===== config.mk =====
export PLATFORM = sky130hd
export DESIGN_NAME = csv_field_tokenizer_unit
export DESIGN_NICKNAME = d
export VERILOG_FILES = /design/src/rtl/csvt_pkg.sv /design/src/rtl/csvt_decode.sv /design/src/rtl/csvt_out_queue.sv /design/src/rtl/csv_field_tokenizer_unit.sv
export SDC_FILE = /design/constraint.sdc
export NUM_CORES = 1
export LEC_CHECK = 0
export BUFFER_PORTS_ARGS = -buffer_cell sky130_fd_sc_hd__buf_2
export CORE_AREA = 2 2 91 93
export CTS_BUF_LIST = sky130_fd_sc_hd__clkbuf_8
export DETAILED_ROUTE_END_ITERATION = 12
export DIE_AREA = 0 0 93 95
export PLACE_DENSITY = 0.61
export SLEW_MARGIN = 40
export SYNTH_ARGS = -nofsm -noshare
export SYNTH_HDL_FRONTEND = slang
export SYNTH_SLANG_ARGS = --single-unit

===== constraint.sdc =====
create_clock -name i_clk -period 4.13 [get_ports i_clk]
set_input_delay 0.2065 -clock i_clk [delete_from_list [all_inputs] [get_ports i_clk]]
set_output_delay 0.2065 -clock i_clk [all_outputs]
set_load 0.05 [all_outputs]

===== src/rtl/csvt_pkg.sv =====
// CSV tokenizer package: character codes, result kinds and the word types
// shared by the decode stage, the result queue and the top level.
// No dependencies.
`timescale 1ns / 1ps

package csvt_pkg;

    localparam logic [7:0] CH_QUOTE = 8'h22;
    localparam logic [7:0] CH_COMMA = 8'h2C;
    localparam logic [7:0] CH_CR    = 8'h0D;
    localparam logic [7:0] CH_LF    = 8'h0A;

    localparam int QUEUE_DEPTH = 4;
    localparam int QUEUE_AW    = $clog2(QUEUE_DEPTH);
    localparam int QUEUE_CW    = $clog2(QUEUE_DEPTH + 1);

    typedef enum logic [1:0] {
        KIND_BYTE  = 2'd0,
        KIND_FIELD = 2'd1,
        KIND_ROW   = 2'd2
    } t_kind;

    typedef struct packed {
        t_kind      kind;
        logic [7:0] data;
        logic       last;
    } t_result;

    // Zero, one or two result words produced by one accepted byte.
    typedef struct packed {
        logic [1:0] count;
        t_result    first;
        t_result    second;
    } t_push;

endpackage


===== src/rtl/csvt_decode.sv =====
// CSV tokenizer decode stage: quote/CR state registers and the combinational
// byte classification that yields up to two result words per input byte.
// Depends on csvt_pkg.
`timescale 1ns / 1ps

module csvt_decode (
    input  logic           i_clk,
    input  logic           i_rst_n,
    input  logic           i_accept,
    input  logic [7:0]     i_in_byte,
    input  logic           i_end_of_input,
    output csvt_pkg::t_push o_push
);
    import csvt_pkg::*;

    typedef enum logic [1:0] {
        Q_PLAIN   = 2'd0,
        Q_QUOTED  = 2'd1,
        Q_PENDING = 2'd2
    } t_qmode;

    t_qmode     r_qmode, n_qmode;
    logic       r_cr,  n_cr;
    logic       r_fne, n_fne;
    logic       r_rhf, n_rhf;

    logic       swallow;
    logic       plain;
    logic       main_v;
    t_kind      main_kind;
    logic [7:0] main_byte;
    logic       flush;

    always_comb begin
        n_qmode   = r_qmode;
        n_cr      = 1'b0;
        n_fne     = r_fne;
        n_rhf     = r_rhf;
        plain     = 1'b0;
        main_v    = 1'b0;
        main_kind = KIND_BYTE;
        main_byte = i_in_byte;
        swallow   = r_cr && (i_in_byte == CH_LF);

        if (!swallow) begin
            unique case (r_qmode)
                Q_QUOTED: begin
                    if (i_in_byte == CH_QUOTE) begin
                        n_qmode = Q_PENDING;
                    end else begin
                        main_v = 1'b1;
                        n_fne  = 1'b1;
                    end
                end
                Q_PENDING: begin
                    // doubled quote gives a literal quote, anything else closes quoting
                    if (i_in_byte == CH_QUOTE) begin
                        main_v  = 1'b1;
                        n_fne   = 1'b1;
                        n_qmode = Q_QUOTED;
                    end else begin
                        n_qmode = Q_PLAIN;
                        plain   = 1'b1;
                    end
                end
                default: begin
                    n_qmode = Q_PLAIN;
                    plain   = 1'b1;
                end
            endcase

            if (plain) begin
                if (i_in_byte == CH_QUOTE && !r_fne) begin
                    n_qmode = Q_QUOTED;
                end else if (i_in_byte == CH_COMMA) begin
                    main_v    = 1'b1;
                    main_kind = KIND_FIELD;
                    main_byte = 8'd0;
                    n_fne     = 1'b0;
                    n_rhf     = 1'b1;
                end else if (i_in_byte == CH_CR || i_in_byte == CH_LF) begin
                    main_v    = 1'b1;
                    main_kind = KIND_ROW;
                    main_byte = 8'd0;
                    n_fne     = 1'b0;
                    n_rhf     = 1'b0;
                    n_cr      = (i_in_byte == CH_CR);
                end else begin
                    main_v = 1'b1;
                    n_fne  = 1'b1;
                end
            end
        end

        flush = i_end_of_input && (n_fne || n_rhf);

        // end of text: drop all state so the next byte starts fresh
        if (i_end_of_input) begin
            n_qmode = Q_PLAIN;
            n_cr    = 1'b0;
            n_fne   = 1'b0;
            n_rhf   = 1'b0;
        end

        o_push.count        = {1'b0, main_v} + {1'b0, flush};
        o_push.first.kind   = main_v ? main_kind : KIND_ROW;
        o_push.first.data   = main_v ? main_byte : 8'd0;
        o_push.first.last   = !(main_v && flush);
        o_push.second.kind  = KIND_ROW;
        o_push.second.data  = 8'd0;
        o_push.second.last  = 1'b1;
    end

    always_ff @(posedge i_clk) begin
        if (!i_rst_n) begin
            r_qmode <= Q_PLAIN;
            r_cr    <= 1'b0;
            r_fne   <= 1'b0;
            r_rhf   <= 1'b0;
        end else if (i_accept) begin
            r_qmode <= n_qmode;
            r_cr    <= n_cr;
            r_fne   <= n_fne;
            r_rhf   <= n_rhf;
        end
    end

`ifndef SYNTH
    a_eoi_clears: assert property (@(posedge i_clk) disable iff (!i_rst_n)
        (i_accept && i_end_of_input) |=>
            (r_qmode == Q_PLAIN && !r_cr && !r_fne && !r_rhf))
        else $error("state not cleared after end of input");

    a_two_needs_eoi: assert property (@(posedge i_clk) disable iff (!i_rst_n)
        (o_push.count == 2'd2) |-> i_end_of_input)
        else $error("two results without end of input");

    a_cr_only_plain: assert property (@(posedge i_clk) disable iff (!i_rst_n)
        r_cr |-> (r_qmode == Q_PLAIN && !r_fne && !r_rhf))
        else $error("CR pending with open field or quote");
`endif

endmodule


===== src/rtl/csvt_out_queue.sv =====
// CSV tokenizer result queue: small register queue that takes up to two
// result words per cycle with room and hands out one per cycle on ready.
// Depends on csvt_pkg.
`timescale 1ns / 1ps

module csvt_out_queue (
    input  logic            i_clk,
    input  logic            i_rst_n,
    input  logic            i_push_en,
    input  csvt_pkg::t_push i_push,
    output logic            o_room,
    output logic            o_valid,
    input  logic            i_ready,
    output csvt_pkg::t_result o_word
);
    import csvt_pkg::*;

    t_result               r_mem [QUEUE_DEPTH];
    logic [QUEUE_AW-1:0]   r_wr, n_wr;
    logic [QUEUE_AW-1:0]   r_rd, n_rd;
    logic [QUEUE_CW-1:0]   r_count, n_count;
    logic [1:0]            push_n;
    logic                  pop;
    logic [QUEUE_AW-1:0]   wr_next;

    assign push_n  = i_push_en ? i_push.count : 2'd0;
    assign pop     = o_valid && i_ready;
    assign wr_next = r_wr + QUEUE_AW'(1);
    assign n_wr    = r_wr + QUEUE_AW'(push_n);
    assign n_rd    = pop ? r_rd + QUEUE_AW'(1) : r_rd;
    assign n_count = r_count + QUEUE_CW'(push_n) - QUEUE_CW'(pop);

    assign o_room  = (r_count <= QUEUE_CW'(QUEUE_DEPTH - 2));
    assign o_valid = (r_count != '0);
    assign o_word  = r_mem[r_rd];

    always_ff @(posedge i_clk) begin
        if (push_n != 2'd0) begin
            r_mem[r_wr] <= i_push.first;
        end
        if (push_n == 2'd2) begin
            r_mem[wr_next] <= i_push.second;
        end
    end

    always_ff @(posedge i_clk) begin
        if (!i_rst_n) begin
            r_wr    <= '0;
            r_rd    <= '0;
            r_count <= '0;
        end else begin
            r_wr    <= n_wr;
            r_rd    <= n_rd;
            r_count <= n_count;
        end
    end

`ifndef SYNTH
    a_no_overflow: assert property (@(posedge i_clk) disable iff (!i_rst_n)
        (r_count <= QUEUE_CW'(QUEUE_DEPTH)))
        else $error("result queue overflow");

    a_push_has_room: assert property (@(posedge i_clk) disable iff (!i_rst_n)
        (push_n != 2'd0) |-> o_room)
        else $error("push without room");
`endif

endmodule


===== src/rtl/csv_field_tokenizer_unit.sv =====
// CSV field tokenizer top level: decode stage feeding a four-word result queue.
// Depends on csvt_pkg, csvt_decode and csvt_out_queue.
`timescale 1ns / 1ps

// Streaming CSV tokenizer. Takes one text byte per cycle while ready, returns
// content words (quotes unescaped), field-end and row-end words, each with a
// flag on the last word that byte caused. An accepted byte's words are
// registered in the result queue. Throughput is one byte per cycle while the
// output side takes one word per cycle; the output port moves one word per
// cycle, so a flush row-end word added by the byte marked end of input leaves
// after that byte's own word. Input ready is low while the four-word result
// queue has fewer than two free entries. A swallowed LF after CR yields no word.
module csv_field_tokenizer_unit (
    input  logic       i_clk,
    input  logic       i_rst_n,
    input  logic       i_valid,
    output logic       o_ready,
    input  logic [7:0] i_in_byte,
    input  logic       i_end_of_input,
    output logic       o_valid,
    input  logic       i_ready,
    output logic [1:0] o_kind,
    output logic [7:0] o_out_byte,
    output logic       o_last_of_run
);
    import csvt_pkg::*;

    logic    accept;
    t_push   push;
    t_result word;

    assign accept = i_valid && o_ready;

    csvt_decode u_decode (
        .i_clk          (i_clk),
        .i_rst_n        (i_rst_n),
        .i_accept       (accept),
        .i_in_byte      (i_in_byte),
        .i_end_of_input (i_end_of_input),
        .o_push         (push)
    );

    csvt_out_queue u_queue (
        .i_clk     (i_clk),
        .i_rst_n   (i_rst_n),
        .i_push_en (accept),
        .i_push    (push),
        .o_room    (o_ready),
        .o_valid   (o_valid),
        .i_ready   (i_ready),
        .o_word    (word)
    );

    assign o_kind        = word.kind;
    assign o_out_byte    = word.data;
    assign o_last_of_run = word.last;

endmodule

==> qor.csv <==
metric,value,unit
drc_errors,0,
start_kind,flop,
synth-adder-area-share,0.0352,
die-area,0.00884,mm²
vias_per_cell,5.30,
nets,384,
ant_nets,0,
synth_area_leaders,"dfxtp_1, nand2_1, mux4_2, a21oi_1, ha_1",
portBuffers,25,
synth-seq-area-share,0.380,
wire_per_inst,15.8,µm
maxCapViolations,0,
grt-ovfl-total,0,
p_per_area,710,mW/mm²
fmax,0.288,GHz
tritoncts,yes,
r2r-start,u_decode.r_qmode[0],
path_buf_inv,1,
slowest_stage,nor2b_1,
synth_mux_area_frac,0.0942,
worstMarginPinSlew,0.804,ns
cp-endpoint,u_queue.r_mem[0][2],
clock-sinks,58,
post_cts_buffers,0,
yosysTopAreaCell,dfxtp_1,
worst-path-max-fanout,10,
synth_nets,361,
startpoint,u_decode.r_qmode[0],
grt_pass1_vias,2385,
worstSetupPathType,flop to flop,
antenna_found_initial,0,
rsz0062_at_grt,no,
min_period,3.47,ns
synth_top_family_by_area,simple AND/OR/NAND/NOR gates,
hold_violations,0,
postLayoutSetupSlackWorst,0.656,ns
reg2reg_slack,0.66,ns
yosys_warnings,0,
drt_first_pass_iters,4,
ir_worst_vdd,0.000414,V
synth-async-reset-ratio,0,
synth_area,0.00305,mm²
path_depth,13,
synth-compound-area-share,0.149,
synth_xor_area_frac,0.0201,
final_max_slew_viol_count,0,
ys.flop_type,dfxtp_1,
grt_max_degree,16,
drt_iter0_markers,154,
pin_count,26,
syn_area_per_cell,8.98,µm²
regToRegEndpoint,u_queue.r_mem[0][2],
root_buffer,clkbuf_8,
cts_buffers,9,
grt.total_usage,0.184,
ys_types,59,
n_antenna_cell,0,
dpl_worst_slack,0.603,ns
synth_top_area_share,0.380,
fp.dieW,93,µm
power.leakage,1.31,nW
clk_pin_slew,0.07,ns
required,4.41,ns
die-height,95,µm
skew,0.00776,ns
status,completed,
cp_top_family,simple AND/OR/NAND/NOR gates,
htree_num_levels,3,
grt_pass1_wl,12300,µm
min_path_cells,3,
path_cells,"inv_1, ha_1, nand2b_1, nand4_1, nor3_2, a21oi_1, a31oi_1, ha_1, nor2_1, and4bb_1, nor2b_1, nand3_1, a21oi_1",
coreArea,0.00793,mm²
cts_resized,0,
clock_path_buffers,2,
syn_inst,340,
setup_viol,0,
worstRegToRegCells,13,
hpwl,5130,µm
slowest_delay,0.60,ns
nFillCells,792,
hold_start,i_in_byte[4],
cp.arrival,3.75,ns
clock_latency,0.34,ns
drive_above_1_share,0.204,
setup-tns-final,0,ns
min_period_over_period,0.841,
synth_seq_cells,58,
area_delta_synth_final,13.1,%
hp-class,primary input to flop,
place_congestion,0.894,
slew_headroom,0.461,
ctsHoldBuffers,0,
synth_edf_count,0,
start_util,0.385,
row_count,33,
routed_wirelength,7470,µm
synth-simple-area-share,0.272,
endpoint_kind,flop,
vias,2506,
## sequential cells by signal (all words and copies together), names as in the netlist, named ones only
register / count
u_queue.r_wr: 2
u_decode.r_fne: 1
u_queue.r_count: 3
u_decode.r_cr: 1
u_decode.r_rhf: 1
u_queue.r_rd: 2
u_decode.r_qmode: 2
u_queue.r_mem: 44
## cell families after synthesis
group                      Yosys count
AOI/OAI and AO/OA                   71
xor gates and xnor gates             7
adders and majority gates            8
buffers and inverters               31
DFF                                 58
muxes                               15
and+or+nand+nor                    150
## routing by layer
metal | GRT usage | wire, µm | vias to the layer above
met5 | 0 | 0 | -
met4 | 0.0662 | 138 | 0
met3 | 0.0487 | 415 | 12
met2 | 0.300 | 3640 | 58
met1 | 0.235 | 3270 | 1191
li1 | - | - | 1245
## final cells by class
cell class	count	area [µm²]	share of cell area
inverters	16	60.1	0.0174
multi-input cells	251	1740	0.504
repair buffers	27	140	0.0406
well taps	105	131	0.0380
flip-flops and latches	58	1160	0.337
clock inverters	6	81.3	0.0236
clock buffers	10	138	0.0399
## cell usage after synthesis, types with 5 or more instances
library cell  count
nand2b_1          5
a21oi_1          37
dfxtp_1          58
nor3_2            5
o21ai_0           5
ha_1              7
inv_1            14
nand3_1          10
nor2_1           18
nand2_1          69
o211ai_1          6
mux4_2           11
and2_1           11
buf_2             8
## tightest hold or removal path: cells and delay by family
family / cells / cell delay (ns)
buf+inv: 1 / 0.16
simple gates: 1 / 0.07
compound gates: 1 / 0.05
## per-stage QoR
stage	utilization	hold WS [ns]	std cells	power, mW	cell area [µm²]
final	0.436	0.187	473	2.45	3450
after global routing	0.436	0.182	473	2.61	3450
after CTS	0.436	0.173	473	2.47	3450
after detailed placement	0.408	0.445	457	1.89	3230
after global placement	0.408	0.441	457	1.87	3230
after floorplan	-	0.334	340	1.68	3050
## layout by cell type (no fill, tap or decap), types with 3 or more instances in the layout
cell      synthesis  layout
nand2b_1          5       5
nand3_1          10      10
o21ai_0           5       5
nor2_1           18      18
o211ai_1          6       6
nor3_2            5       5
xnor2_1           4       4
mux4_2           11      11
nand2_1          69      69
a21oi_1          37      37
ha_1              7       7
dfxtp_1          58      57
buf_2             8      25
nor3_1            3       3
a31oi_1           4       4
xor2_1            3       3
inv_1            14      15
nor4b_1           3       3
mux2i_1           4       4
o21ai_1           3       3
nor2b_1           4       4
clkbuf_8          0      10
and2_1           11      11
a21boi_1          3       3
## how the worst min path moves through the flow
stage / end / slack, ns
floorplan: u_queue.r_wr[0] / 0.33
global placement: u_queue.r_mem[3][2] / 0.44
detailed placement: u_queue.r_mem[2][3] / 0.45
CTS: u_queue.r_mem[2][5] / 0.17
global route: u_queue.r_mem[1][5] / 0.18
finish: u_queue.r_mem[2][5] / 0.19
## report_power, final
part           internal [mW]  switching (mW)  leakage (nW)
combinational          0.359           0.575         0.716
clock                  0.352           0.228         0.113
sequential             0.775           0.163         0.479
No activity file was read; power rests on OpenSTA's default activity.
